### config.mk
export PLATFORM = sky130hd
export DESIGN_NAME = trfs_ctrl
export DESIGN_NICKNAME = d
export VERILOG_FILES = /design/src/trfs_pkg.sv /design/src/trfs_ctrl.sv
export SDC_FILE = /design/constraint.sdc
export NUM_CORES = 1
export LEC_CHECK = 0
export ABC_CLOCK_PERIOD_IN_PS = 5300
export BUFFER_PORTS_ARGS = -buffer_cell sky130_fd_sc_hd__buf_2
export CORE_MARGIN = 3
export CORE_UTILIZATION = 35
export DETAILED_ROUTE_END_ITERATION = 10
export GPL_TIMING_DRIVEN = 0
export PLACE_DENSITY = 0.59
export SETUP_SLACK_MARGIN = 0.15
export SYNTH_ARGS = -nofsm -noshare
export SYNTH_HDL_FRONTEND = slang
export SYNTH_SLANG_ARGS = --single-unit
### constraint.sdc
create_clock -name clk -period 5.3 [get_ports clk]
set_clock_uncertainty 0.05 [all_clocks]
set_input_delay 1.06 -clock clk [delete_from_list [all_inputs] [get_ports clk]]
set_output_delay 1.06 -clock clk [all_outputs]
set_load 0.005 [all_outputs]
### src/trfs_pkg.sv
// Package: shared types and codes for the tagged ring FIFO with search.
`default_nettype none
package trfs_pkg;

  // Operation codes carried on in_mode
  localparam logic [2:0] MODE_PUT_DATA  = 3'd0;
  localparam logic [2:0] MODE_PUT_EVENT = 3'd1;
  localparam logic [2:0] MODE_GET       = 3'd2;
  localparam logic [2:0] MODE_CLEAR     = 3'd3;
  localparam logic [2:0] MODE_SEARCH    = 3'd4;

  // Get result codes
  localparam logic [1:0] GOT_EMPTY = 2'd0;
  localparam logic [1:0] GOT_DATA  = 2'd1;
  localparam logic [1:0] GOT_EVENT = 2'd2;

  localparam int unsigned FILL_W = 10;

  typedef enum logic [1:0] {
    ST_IDLE,
    ST_GET,
    ST_SEARCH
  } state_t;

  // One stored entry: tag (0 data, 1 event) and byte
  typedef struct packed {
    logic       tag;
    logic [7:0] value;
  } entry_t;

  typedef struct packed {
    logic              accepted;
    logic              overflow;
    logic [1:0]        got_kind;
    logic [7:0]        read_value;
    logic              found;
    logic [FILL_W-1:0] fill_count;
    logic              last_echo;
  } res_t;

endpackage
`default_nettype wire

### src/trfs_ctrl.sv
// Control: pointers, get/search sequencing and result register.
`default_nettype none
module trfs_ctrl #(
  parameter int DEPTH = 1024,
  parameter int AW    = 10
) (
  input  wire logic             clk,
  input  wire logic             rst_n,
  input  wire logic             start,
  input  wire logic [2:0]       in_mode,
  input  wire logic [7:0]       in_value,
  input  wire logic             in_search_kind,
  input  wire logic             in_put_last,
  output logic                  busy,
  output logic                  mem_we,
  output logic [AW-1:0]         mem_waddr,
  output trfs_pkg::entry_t      mem_wdata,
  output logic [AW-1:0]         mem_raddr,
  input  wire trfs_pkg::entry_t mem_rdata,
  output logic                  res_valid,
  output trfs_pkg::res_t        res
);

  localparam logic [AW-1:0] LAST_IDX = AW'(DEPTH - 1);
  localparam logic [AW:0]   DEPTH_W  = (AW + 1)'(DEPTH);

  trfs_pkg::state_t state_r, state_nxt;
  logic [AW-1:0] wr_ptr_r, wr_ptr_nxt;
  logic [AW-1:0] rd_ptr_r, rd_ptr_nxt;
  logic [AW-1:0] scan_r, scan_nxt;
  logic [7:0]    key_val_r, key_val_nxt;
  logic          key_kind_r, key_kind_nxt;
  logic          res_valid_r, res_valid_nxt;
  trfs_pkg::res_t res_r, res_nxt;

  logic [AW-1:0] wr_adv, rd_adv, scan_adv;
  logic          acc, empty, hit;
  logic [AW:0]   fill;

  assign wr_adv   = (wr_ptr_r == LAST_IDX) ? '0 : wr_ptr_r + 1'b1;
  assign rd_adv   = (rd_ptr_r == LAST_IDX) ? '0 : rd_ptr_r + 1'b1;
  assign scan_adv = (scan_r   == LAST_IDX) ? '0 : scan_r + 1'b1;
  assign acc      = start && (state_r == trfs_pkg::ST_IDLE);
  assign empty    = (wr_ptr_r == rd_ptr_r);
  assign hit      = (mem_rdata.tag == key_kind_r) && (mem_rdata.value == key_val_r);

  always_ff @(posedge clk) begin
    if (!rst_n) begin
      state_r     <= trfs_pkg::ST_IDLE;
      wr_ptr_r    <= '0;
      rd_ptr_r    <= '0;
      res_valid_r <= 1'b0;
    end else begin
      state_r     <= state_nxt;
      wr_ptr_r    <= wr_ptr_nxt;
      rd_ptr_r    <= rd_ptr_nxt;
      res_valid_r <= res_valid_nxt;
    end
  end

  always_ff @(posedge clk) begin
    scan_r     <= scan_nxt;
    key_val_r  <= key_val_nxt;
    key_kind_r <= key_kind_nxt;
    res_r      <= res_nxt;
  end

  always_comb begin
    state_nxt     = state_r;
    wr_ptr_nxt    = wr_ptr_r;
    rd_ptr_nxt    = rd_ptr_r;
    scan_nxt      = scan_r;
    key_val_nxt   = key_val_r;
    key_kind_nxt  = key_kind_r;
    res_valid_nxt = 1'b0;
    res_nxt       = '0;
    mem_we        = 1'b0;
    mem_waddr     = wr_ptr_r;
    mem_wdata     = '{tag: in_mode[0], value: in_value};
    // get and search both start at the oldest entry; the walk prefetches
    mem_raddr     = (state_r == trfs_pkg::ST_SEARCH) ? scan_adv : rd_ptr_r;

    unique case (state_r)
      trfs_pkg::ST_IDLE: begin
        if (acc) begin
          unique case (in_mode)
            trfs_pkg::MODE_PUT_DATA, trfs_pkg::MODE_PUT_EVENT: begin
              res_nxt.last_echo = (in_mode == trfs_pkg::MODE_PUT_DATA) && in_put_last;
              res_valid_nxt     = 1'b1;
              if (wr_adv == rd_ptr_r) begin
                wr_ptr_nxt       = '0;
                rd_ptr_nxt       = '0;
                res_nxt.overflow = 1'b1;
              end else begin
                mem_we           = 1'b1;
                wr_ptr_nxt       = wr_adv;
                res_nxt.accepted = 1'b1;
              end
            end
            trfs_pkg::MODE_GET: begin
              if (empty) begin
                res_valid_nxt = 1'b1;
              end else begin
                state_nxt = trfs_pkg::ST_GET;
              end
            end
            trfs_pkg::MODE_CLEAR: begin
              wr_ptr_nxt    = '0;
              rd_ptr_nxt    = '0;
              res_valid_nxt = 1'b1;
            end
            trfs_pkg::MODE_SEARCH: begin
              key_val_nxt  = in_value;
              key_kind_nxt = in_search_kind;
              if (empty) begin
                res_valid_nxt = 1'b1;
              end else begin
                scan_nxt  = rd_ptr_r;
                state_nxt = trfs_pkg::ST_SEARCH;
              end
            end
            default: begin
              res_valid_nxt = 1'b1;
            end
          endcase
        end
      end
      trfs_pkg::ST_GET: begin
        res_nxt.got_kind   = mem_rdata.tag ? trfs_pkg::GOT_EVENT : trfs_pkg::GOT_DATA;
        res_nxt.read_value = mem_rdata.value;
        rd_ptr_nxt         = rd_adv;
        res_valid_nxt      = 1'b1;
        state_nxt          = trfs_pkg::ST_IDLE;
      end
      trfs_pkg::ST_SEARCH: begin
        if (hit) begin
          res_nxt.found = 1'b1;
          res_valid_nxt = 1'b1;
          state_nxt     = trfs_pkg::ST_IDLE;
        end else if (scan_adv == wr_ptr_r) begin
          res_valid_nxt = 1'b1;
          state_nxt     = trfs_pkg::ST_IDLE;
        end else begin
          scan_nxt = scan_adv;
        end
      end
      default: begin
        state_nxt = trfs_pkg::ST_IDLE;
      end
    endcase

    // fill after the step, modulo DEPTH
    fill = {1'b0, wr_ptr_nxt} - {1'b0, rd_ptr_nxt}
         + ((wr_ptr_nxt < rd_ptr_nxt) ? DEPTH_W : '0);
    res_nxt.fill_count = trfs_pkg::FILL_W'(fill);
  end

  assign busy      = (state_r != trfs_pkg::ST_IDLE);
  assign res_valid = res_valid_r;
  assign res       = res_r;

endmodule
`default_nettype wire
==> reports/qor.txt <==
Seq cells post-synth -> 66
pwr/cell area -> 227 mW/mm^2
Synth top cells by count -> 47 x dfxtp_1, 34 x nand2_1, 33 x nor2_1
Finished Cell Area -> 0.00495 sq mm
multi-input logic area -> 0.00232 sq mm
CTS tree -> done
Post-CTS Setup Bufs -> 0
worst vdd ir -> 0.145 mV
FFs w/ async S/R, synth -> 0
minimum clock period -> 4.73 ns
Synth warnings -> 0
vias -> 3789
Min-Delay Path Depth -> 3
# nets final -> 598
register area share after synthesis -> 0.368
Synth Net Count -> 508
synthesized cell area -> 0.00411 sq mm
EDFF count, synth -> 19
drt total wl -> 11800 microns
RSZ-0062 raised after global routing -> no
clock slew at reported path FFs -> 0.05 ns
die width -> 114 microns
CP Capture Point -> res[10]$_DFF_P_
total grt overflow -> 0
vias per inst -> 5.37
part of the power in registers -> 0.468
initial core utilization -> 0.368
drt pass-1 iters -> 5
Int Power -> 865 uW
top_reg_cell synth -> dfxtp_1
Routed Antenna Nets -> 0
worst reg2reg path depth -> 20
worst reg2reg startpoint -> mem_waddr[4]$_SDFF_PN0_
post-layout util -> 0.443
Final Hold Fails -> 0
CTS Root Cell -> clkbuf_16
routability cong. -> 0.883
setup violators final -> 0
Psw -> 257 uW
first-pass GRT wire length -> 18400 microns
htree depth -> 3
initial antenna violation count -> 0
FF-to-FF setup slack -> 0.57 ns
unique cell type count in the Yosys netlist -> 61
Slew headroom -> 0.389
leakage dissipation -> 2.12 nW
TritonCTS buffer count -> 9
total power -> 1.12 mW
Post-Syn Instances -> 470
fin. max-slew vios -> 0
Clk pwr share -> 0.470
largest net degree at the start of global routing -> 12
most common cell in the netlist -> dfxtp_1
# DRC -> 0
hold buffers post-CTS -> 0
core outline area -> 0.0112 sq mm
status -> complete, no violations
placed insts -> 689
most area-hungry cell type in the Yosys netlist -> dfxtp_1
register area -> 0.00151 sq mm
io pins -> 81
Slew @ Worst Pin -> 0.908 ns
DR iter-0 viols -> 244
Hold Crit Class -> reg2reg
synth-to-layout area growth -> 20.4%
most area-consuming cells after synthesis -> dfxtp_1 23%, edfxtp_1 14%, xnor2_1 5.3%
Placed Area -> 0.00468 sq mm
Synth top area share -> 0.229
Post-CTS Resized -> 0
Comb power frac -> 0.062
critical path class -> reg2reg
fillers -> 1099
post-route non-filler standard cell count -> 705
max-cap check violation count -> 0
vias in the first global route -> 3590
layout cells sized above 1 -> 0.227
DR WL/cell -> 16.7 microns
Critical Path AT -> 4.93 ns
# port buffers -> 79
r2r endpoint -> res[10]$_DFF_P_
# diodes -> 0
Die H -> 114 microns
crit end category -> register
worst-path fanout max -> 7
dpl hpwl -> 9160 microns
CP Launch Point -> mem_waddr[4]$_SDFF_PN0_
Final Cycle Share -> 0.892
Worst-Skew Late Latency -> 0.34 ns
startpoint types -> register
# clock sinks -> 66
Max Freq -> 211 MHz
Site Rows -> 38
required time worst endpoint -> 5.50 ns
Clock Tree Buf Depth -> 2
switching share of power -> 0.229
Die Area -> 0.0131 sq mm
GRT Util Overall -> 0.180
Synth Area per Inst -> 8.75 sq um
worst hold start -> state_r[0]$_SDFFE_PN0P_
setup TNS -> 0 ns
==> logic make-up after synthesis <==
group                    count (synthesis)  synth area share
adder cells (fa/ha/maj)                 13            0.0414
AND/OR/NAND/NOR                        180             0.244
XOR/XNOR                                44            0.0937
buffers and inverters                   57            0.0691
multiplexers                             4            0.0122
AO/OA/AOI/OAI                          106             0.172
flip-flops                              66             0.368
==> per-stage QoR <==
step           hold WS (ns)  worst slack (ns)
2_1_floorplan         0.512              1.17
3_3_place_gp          0.560             0.651
3_5_place_dp          0.567             0.632
4_1_cts               0.574             0.588
5_1_grt               0.618             0.190
6_report              0.583             0.570
==> critical path, stage by stage, from the launching register on <==
cell and delay, ns:
dfxtp_1 0.30, buf_2 0.19, and4_1 0.20, buf_2 0.17
nand2_1 0.20, nor3b_1 0.07, o311ai_0 0.44, o41ai_2 0.28
a211oi_2 0.52, o21ai_0 0.31, o21ai_1 0.33, ha_1 0.29
nor2b_1 0.13, o21ai_0 0.15, nand2b_1 0.11, a21o_1 0.19
nand2_1 0.07, a21oi_1 0.10, a31oi_1 0.22, xor2_1 0.19
xnor2_1 0.15
==> power by group through the flow <==
stage | registers (mW) | clock network, mW | logic [mW]
CTS | 0.525 | 0.543 | 0.0700
global route | 0.525 | 0.561 | 0.0762
global placement | 0.536 | 0 | 0.0692
finish | 0.525 | 0.527 | 0.0699
floorplan | 0.536 | 0 | 0.0396
detailed placement | 0.536 | 0 | 0.0699
==> final cells by class <==
type,instances,share of cell area
buffer,39,0.0437
clock buffer,9,0.0455
timing repair buffer,79,0.0799
multi-input combinational,347,0.469
clock inverter,7,0.00733
inverter,18,0.0137
tap,140,0.0354
sequential,66,0.305
==> worst min path at each step <==
stage	end
2_1_floorplan	state_r[0]$_SDFFE_PN0P_
3_3_place_gp	state_r[0]$_SDFFE_PN0P_
3_5_place_dp	state_r[0]$_SDFFE_PN0P_
4_1_cts	state_r[0]$_SDFFE_PN0P_
5_1_grt	state_r[0]$_SDFFE_PN0P_
6_report	state_r[0]$_SDFFE_PN0P_
==> placed cells by master, fill, tap and decap left out, types with 4 or more instances in the layout <==
cell       instances
nor2b_1            8
a21oi_1           26
nor2_1            33
nor3_1            13
a21o_1             7
nand3_1           23
buf_2             84
buf_4             13
o21ai_0           22
and3_1            18
nor3b_1            6
a211oi_1           6
edfxtp_1          19
a31oi_1            8
nand2_1           34
xor2_1            19
and2_1            12
clkinv_1           4
nand4_1            5
inv_1             17
clkbuf_1          18
dfxtp_1           47
a22o_1             5
ha_1              12
nand2b_1           7
o31ai_1            6
nor4_1             5
xnor2_1           25
clkbuf_16          9
==> sequential cells by signal, summed over array words and instances, names as in the netlist <==
signal / flops
key_kind_r: 1
res: 24
scan_r: 10
rd_ptr_r: 10
key_val_r: 8
state_r: 2
mem_waddr: 10
res_valid: 1
==> metal layers <==
layer | vias up | global-route usage | wire (microns) | share of wire
met5 | - | 0 | 0 | 0
met4 | 0 | 0.0736 | 291 | 0.025
met3 | 25 | 0.0402 | 738 | 0.063
met2 | 133 | 0.293 | 5650 | 0.48
met1 | 1777 | 0.230 | 5080 | 0.43
li1 | 1854 | - | - | -
No activity file was read; power rests on OpenSTA's default activity.
